### config.mk
export PLATFORM = sky130hd
export DESIGN_NAME = lmcr_div
export DESIGN_NICKNAME = d
export VERILOG_FILES = /design/src/rtl/core/lmcr_pkg.sv /design/src/rtl/core/lmcr_div.sv
export SDC_FILE = /design/constraint.sdc
export NUM_CORES = 2
export LEC_CHECK = 0
export ABC_CLOCK_PERIOD_IN_PS = 8200
export BUFFER_PORTS_ARGS = -buffer_cell sky130_fd_sc_hd__buf_2
export CAP_MARGIN = 30
export CELL_PAD_IN_SITES_DETAIL_PLACEMENT = 0
export CELL_PAD_IN_SITES_GLOBAL_PLACEMENT = 2
export CORE_ASPECT_RATIO = 1.5
export CORE_MARGIN = 3
export CORE_UTILIZATION = 45
export CTS_BUF_LIST = sky130_fd_sc_hd__clkbuf_4
export CTS_CLUSTER_DIAMETER = 40
export DETAILED_ROUTE_END_ITERATION = 8
export PLACE_DENSITY_LB_ADDON = 0.05
export SYNTH_ARGS = -nofsm -noshare
export SYNTH_HDL_FRONTEND = slang
export SYNTH_SLANG_ARGS = --single-unit
export TNS_END_PERCENT = 10
### constraint.sdc
create_clock -name clk_i -period 8.2 [get_ports clk_i]
set_clock_uncertainty 0.2 [all_clocks]
set_input_delay 1.23 -clock clk_i [delete_from_list [all_inputs] [get_ports clk_i]]
set_output_delay 1.23 -clock clk_i [all_outputs]
set_load 0.01 [all_outputs]
### src/rtl/core/lmcr_pkg.sv
package lmcr_pkg;

  // Coefficient and exponential formats
  localparam int unsigned COEF_W = 24;
  localparam int unsigned EXP_FRAC = 30;
  localparam int unsigned EXP_W = EXP_FRAC + 1;
  localparam longint EXP_ONE = 64'sd1 << EXP_FRAC;
  localparam longint EXP_HALF = EXP_ONE >>> 1;
  localparam int unsigned EXP_INT_MAX = 24;
  localparam int unsigned EXP_INT_N = 32;
  localparam int unsigned EXP_TABLE_DEPTH_DEF = 256;
  localparam int unsigned EXP_LAT = 4;

  // Reciprocal divider: (2^24 + a/2) / a
  localparam int unsigned INV_NW = 26;
  localparam int unsigned INV_QW = 25;
  localparam int unsigned INV_LAT = INV_QW + 1;

  // Centroid divider: |num| / den, quotient saturates
  localparam int unsigned DQ_NW = 57;
  localparam int unsigned DQ_DW = 32;
  localparam int unsigned DQ_QW = 26;
  localparam int unsigned DQ_LAT = DQ_QW + 1;

  typedef struct packed {
    logic              coded;
    logic              degen;
    logic              outside;
    logic              below;
    logic              flat;
    logic [COEF_W-1:0] l;
    logic [COEF_W-1:0] u;
    logic [COEF_W-1:0] y;
    logic [COEF_W-1:0] mid;
    logic [COEF_W-1:0] d;
    logic [COEF_W-1:0] g;
    logic [COEF_W-1:0] s;
    logic [COEF_W-2:0] halfd;
    logic [COEF_W:0]   bsmall;
  } meta_t;

  typedef struct packed {
    logic              coded;
    logic              degen;
    logic              outside;
    logic              below;
    logic              flat;
    logic              dpos;
    logic              neg;
    logic [COEF_W-1:0] l;
    logic [COEF_W-1:0] u;
    logic [COEF_W-1:0] y;
    logic [COEF_W-1:0] mid;
    logic [COEF_W-2:0] halfd;
    logic [COEF_W:0]   bsmall;
    logic [INV_QW-1:0] inva;
  } fin_t;

  // exp(-i/depth) in Q1.30 by repeated rounded products of r = exp(-1/depth)
  function automatic longint exp_frac_entry(longint r, int unsigned i);
    longint v;
    v = EXP_ONE;
    for (int unsigned k = 0; k < i; k++) begin
      v = (v * r + EXP_HALF) >>> EXP_FRAC;
    end
    return v;
  endfunction

  // exp(-n) in Q1.30, zero for n of EXP_INT_MAX and above
  function automatic longint exp_int_entry(longint r, int unsigned depth, int unsigned n);
    longint e1;
    longint v;
    e1 = exp_frac_entry(r, depth);
    v = EXP_ONE;
    if (n >= EXP_INT_MAX) begin
      v = 0;
    end else begin
      for (int unsigned k = 0; k < n; k++) begin
        v = (v * e1 + EXP_HALF) >>> EXP_FRAC;
      end
    end
    return v;
  endfunction

endpackage

### src/rtl/core/lmcr_div.sv
module lmcr_div import lmcr_pkg::*; #(
  parameter int unsigned NW = DQ_NW,
  parameter int unsigned DW = DQ_DW,
  parameter int unsigned QW = DQ_QW
) (
  input  logic          clk_i,
  input  logic          en_i,
  input  logic [NW-1:0] num_i,
  input  logic [DW-1:0] den_i,
  output logic [QW-1:0] quo_o
);

  logic [DW-1:0] rem_q [QW+1];
  logic [DW-1:0] den_q [QW+1];
  logic [QW-1:0] low_q [QW+1];
  logic [QW-1:0] quo_q [QW+1];
  logic [QW:0]   ovf_q;
  logic [DW-1:0] rem0;

  assign rem0 = DW'(num_i[NW-1:QW]);

  // Load the high part; flag a quotient that does not fit
  always_ff @(posedge clk_i) begin
    if (en_i) begin
      rem_q[0] <= rem0;
      low_q[0] <= num_i[QW-1:0];
      quo_q[0] <= '0;
      den_q[0] <= den_i;
      ovf_q[0] <= (rem0 >= den_i);
    end
  end

  for (genvar k = 1; k <= QW; k++) begin : g_step
    logic [DW:0] trial;
    logic [DW:0] diff;
    logic        fits;

    assign trial = {rem_q[k-1], low_q[k-1][QW-1]};
    assign fits  = (trial >= {1'b0, den_q[k-1]});
    assign diff  = trial - {1'b0, den_q[k-1]};

    always_ff @(posedge clk_i) begin
      if (en_i) begin
        rem_q[k] <= fits ? diff[DW-1:0] : trial[DW-1:0];
        low_q[k] <= {low_q[k-1][QW-2:0], 1'b0};
        quo_q[k] <= {quo_q[k-1][QW-2:0], fits};
        den_q[k] <= den_q[k-1];
        ovf_q[k] <= ovf_q[k-1];
      end
    end
  end

  assign quo_o = ovf_q[QW] ? {QW{1'b1}} : quo_q[QW];

endmodule

## Word-level counts from Yosys, hierarchy flattened

Memory sizes are Yosys's and may differ from the RTL's.
Cells that the tools add are included.

- Flip-flop bits (word level): 27
- RAM bits: 3132
- Input bits: 91
- Output and inout bits: 26
- Logic and storage cells: 113
- Memories kept: 4

Memories:

| name | depth | width | rd ports | clocked after Yosys merged registers in | write ports | line | source |
|---|---|---|---|---|---|---|---|
| den_q | 27 | 32 | 26 | 0 | 27 | lmcr_div.sv:14 | `logic [DW-1:0] den_q [QW+1];` |
| rem_q | 27 | 32 | 26 | 0 | 27 | lmcr_div.sv:13 | `logic [DW-1:0] rem_q [QW+1];` |
| low_q | 27 | 26 | 26 | 0 | 27 | lmcr_div.sv:15 | `logic [QW-1:0] low_q [QW+1];` |
| quo_q | 27 | 26 | 27 | 0 | 27 | lmcr_div.sv:16 | `logic [QW-1:0] quo_q [QW+1];` |

- Add/subtract/negate cells: 26
- Order comparisons: 27
- Mux-type cells: 29

Operators with widths:

| cell | count |
|---|---|
| greater-or-equal comparator 33 x 32 -> 1 bit | 26 |
| two-way mux 32 bit | 26 |
| subtractor 32 bit | 26 |
| greater-or-equal comparator 31 x 32 -> 1 bit | 1 |
| two-way mux 26 bit | 1 |
| two-way mux 1 bit | 2 |

## Longest topological paths before layout

An unclocked memory read counts as a cell.

- Depth after elaboration: 3
- Mapped depth: 16
- Mapped depth without buffers: 14

## Worst setup path after synthesis

No wires, ideal clock.

- Path type: reg2reg
- Start: memory den_q[0][97] in the netlist's numbering
- End: memory rem_q[4][25] in the netlist's numbering (data pin)
- Library setup time: 262 ps
- Data arrival time: 3473 ps
- Required time: 7738 ps
- Path slack: 4265 ps
- Cell stages (with the launch flop): 15
- Path buffers: 1
- Period minus slack after synthesis: 3935 ps
- Cells stage by stage: edfxtp_1 inv_1 ha_1 nor2b_1 o31a_1 o311a_1 o21ai_2 o31ai_2 a311o_1 o31ai_4 o21a_2 nand3_1 a311oi_4 buf_6 mux2_1

RTL lines:

| item | line |
|---|---|
| start: declaration | lmcr_div.sv:14 |
| end: declaration | lmcr_div.sv:13 |

==> impl_metrics.py <==
metrics = {
    "drt": {
        "first_pass_iters": 6,
        "via_count": 82490,
        "viasPerCell": 5.407,
        "ant_nets": 0,
        "wl_per_cell_um": 22.31,
        "drtIter0Drc": 3531,
        "drc": 0,
        "route.final.wire_length_um": 340400,
    },
    "clock_network": {
        "cts_resized": 0,
        "clkTransAtPathRegs_ps": 70,
        "cts_max_level": 6,
        "cts_tree": "yes",
        "cts_inserted_buffers": 612,
        "cts_root_buf": "clkbuf_4",
        "clk_path_buf_depth": 4,
        "cts.sinks": 2392,
        "clock_latency_ps": 1390,
    },
    "yosys": {
        "yosysWarnings": 0,
        "synth_top_family_by_area": "compound AO/OA/AOI/OAI gates",
        "synth_top_area_share_pct": 57.62,
        "syn_nets": 11440,
        "ys_types": 86,
        "synth_compound_area_share_pct": 13.65,
        "synthesis.area_um2": 124700,
        "synth_edf_count": 2392,
        "synthArstFlopShare_pct": 0,
        "yosys.area.top_type": "edfxtp_1",
        "synthTopCellsByArea": "edfxtp_1, ha_1, a21oi_1, inv_1, xnor2_1",
        "yosys_most_used_dff": "edfxtp_1",
        "syn_area_per_cell_um2": 11.92,
        "yosys.area_share.simple_pct": 8.080,
        "ys_seq_area_share_pct": 57.62,
        "synth_cells": 10460,
        "synthXorXnorAreaFrac_pct": 4.869,
        "synth_common_cells": "edfxtp_1, inv_1, ha_1",
        "synth.area.mux_share_pct": 2.784,
        "synth.most_common_cell": "edfxtp_1",
        "yosys.area_share.adder_pct": 9.063,
        "synth-seq-cells": 2392,
    },
    "global_routing": {
        "grt_usage_pct": 23.67,
        "grt_overflow": 0,
        "grt_start_max_net_pins": 177,
        "grt_pass1_vias": 88240,
        "grt_antenna_before_repair": 9,
        "grt_pass1_wl_um": 507900,
    },
    "worst_setup_path": {
        "cp.required_ps": 9070,
        "critical_path_arrival_ps": 6650,
        "critPathBufInv": 3,
        "start_kind": "flip-flop",
        "cp_slowest_cell": "o31ai_1",
        "cp_top_family": "compound AO/OA/AOI/OAI gates",
        "end_kind": "flip-flop",
        "slowest_delay_ps": 660,
        "timing.critical_path.cells": "inv_1 -> ha_1 -> nor2b_1 -> o21ai_0 -> a21boi_0 -> o41ai_1 -> clkbuf_2 -> a311oi_1 -> a41oi_1 -> o31ai_1 -> nand2_1 -> a31oi_4 -> buf_4 -> mux2_2",
        "worst-path-max-fanout": 24,
        "crit_type": "reg2reg",
    },
    "placement": {
        "dpl_cell_area_um2": 130000,
        "gp_congestion": 0.9717,
        "dp_hpwl_um": 263500,
        "numPortBuffers": 116,
        "place_inst": 14100,
    },
    "final_layout": {
        "final_layout_size_suffix_gt1_share_pct": 13.22,
        "stdcell_area_um2": 138700,
        "nets": 12090,
        "final_core_util_pct": 50.34,
        "area_delta_synth_final_pct": 11.25,
        "fin_cells": 15260,
        "nFillCells": 24770,
    },
    "floorplanning": {
        "ios": 117,
        "start_util_pct": 45.25,
        "dieArea_um2": 283500,
        "die_h_um": 650.6,
        "core_um2": 275500,
        "num_rows": 236,
        "die_w_um": 435.8,
    },
    "sta": {
        "finalSetupTns_ps": 0,
        "setup_viol_count_final": 0,
        "worst_pin_slew_ps": 1228,
        "period_needed_ps": 5773,
        "final-max-slew-violation-count": 0,
        "fmax_ghz": 0.1732,
        "fin_crit_sh_pct": 70.40,
        "hold_viol": 0,
        "relSlewSlack_pct": 18.14,
        "rsz0062_at_grt": "false",
    },
    "outcome": {
        "status": "finished, final reports clean",
    },
    "pwr": {
        "p_leak_nw": 56.48,
        "peakVddDrop_v": 0.0002979,
        "powerDensity_nw_per_um2": 393.5,
    },
    "job": {
        "maxCapViolCount": 0,
    },
    "worst_hold_path": {
        "hp-class": "in2reg",
    },
}
cells by family after synthesis:
family                     after synthesis
AOI/OAI and AO/OA                     2734
DFF                                   2392
and+or+nand+nor                       2147
buffers and inverters                 1295
adders and majority gates              888
xor gates and xnor gates               693
muxes                                  310
state kept, by name, summed over array words and instances, names as in the netlist:
name and count:
quo_q 351, ovf_q 27, den_q 832, low_q 351, rem_q 831
final timing paths:
| path | start | endpoint | slack, ps | cells after the start |
|---|---|---|---|---|
| hold / removal | en_i | den_q[0][30] | 180 | 1 |
| setup reg to reg | den_q[1][1] | rem_q[9][27] | 2430 | 14 |
| hold reg to reg | quo_q[2][195] | quo_q[3][14] | 190 | 0 |
| setup / recovery | den_q[1][1] | rem_q[9][27] | 2430 | 14 |
power by group:
| group | switching, mW | internal, mW | total (mW) |
|---|---|---|---|
| logic | 14.4 | 10.2 | 24.6 |
| registers | 1.96 | 17.7 | 19.7 |
| clock network | 4.96 | 5.34 | 10.3 |
| total | 21.3 | 33.3 | 54.6 |
metrics by stage:
stage | setup WS, ps | power [mW] | hold WS [ps]
detailed placement | 2525 | 44.53 | 204.5
global placement | 2136 | 44.36 | 200.4
CTS | 2515 | 55.27 | 34.10
finish | 2427 | 54.58 | 184.3
floorplan | 4265 | 36.67 | 200.3
global route | 2198 | 58.48 | 47.23
routing by layer:
metal / global-route usage, % / wire, um / part of all wire, % / vias to the layer above
met5: 0 / 58 / 0.017 / -
met4: 19.71 / 31890 / 9.4 / 8
met3: 3.171 / 9600 / 2.8 / 965
met2: 49.64 / 201600 / 59 / 1690
met1: 18.20 / 97210 / 29 / 39730
li1: - / - / - / 40090
timing repair:
action / 4_1_cts / 5_1_grt
setup buffers: 0 / 0
hold endpoints to repair: 90 / 0
hold buffers: 89 / 0
cell usage in the layout, fill, tap and decap left out, types with 73 or more instances in the layout:
cell / synthesis / final
a21o_1: 437 / 436
a21oi_1: 821 / 821
a31oi_1: 103 / 102
and3_1: 73 / 73
buf_2: 27 / 117
buf_4: 0 / 73
clkbuf_4: 0 / 837
clkinv_1: 0 / 136
dlygate4sd3_1: 0 / 89
edfxtp_1: 2392 / 2392
ha_1: 863 / 863
inv_1: 1035 / 1035
mux2_2: 268 / 268
nand2_1: 775 / 773
nand2b_1: 104 / 104
nand3_1: 189 / 189
nand4_1: 108 / 108
nor2_1: 474 / 474
nor2b_1: 119 / 119
nor3_1: 110 / 108
o21a_1: 112 / 112
o21ai_0: 727 / 726
o21bai_1: 74 / 73
xnor2_1: 424 / 424
xor2_1: 269 / 269
layout make-up:
class	count	area (um^2)	share of cell area, %
tap	3689	4616	3.328
sequential	2392	71830	51.79
inverter	1036	3889	2.804
antenna	13	32.53	0.02346
clock inverter	216	1436	1.036
multi-input combinational	6772	48170	34.73
clock buffer	837	6284	4.530
timing repair buffer	301	2441	1.760
Note: power is estimated with default switching activity, not from simulation.
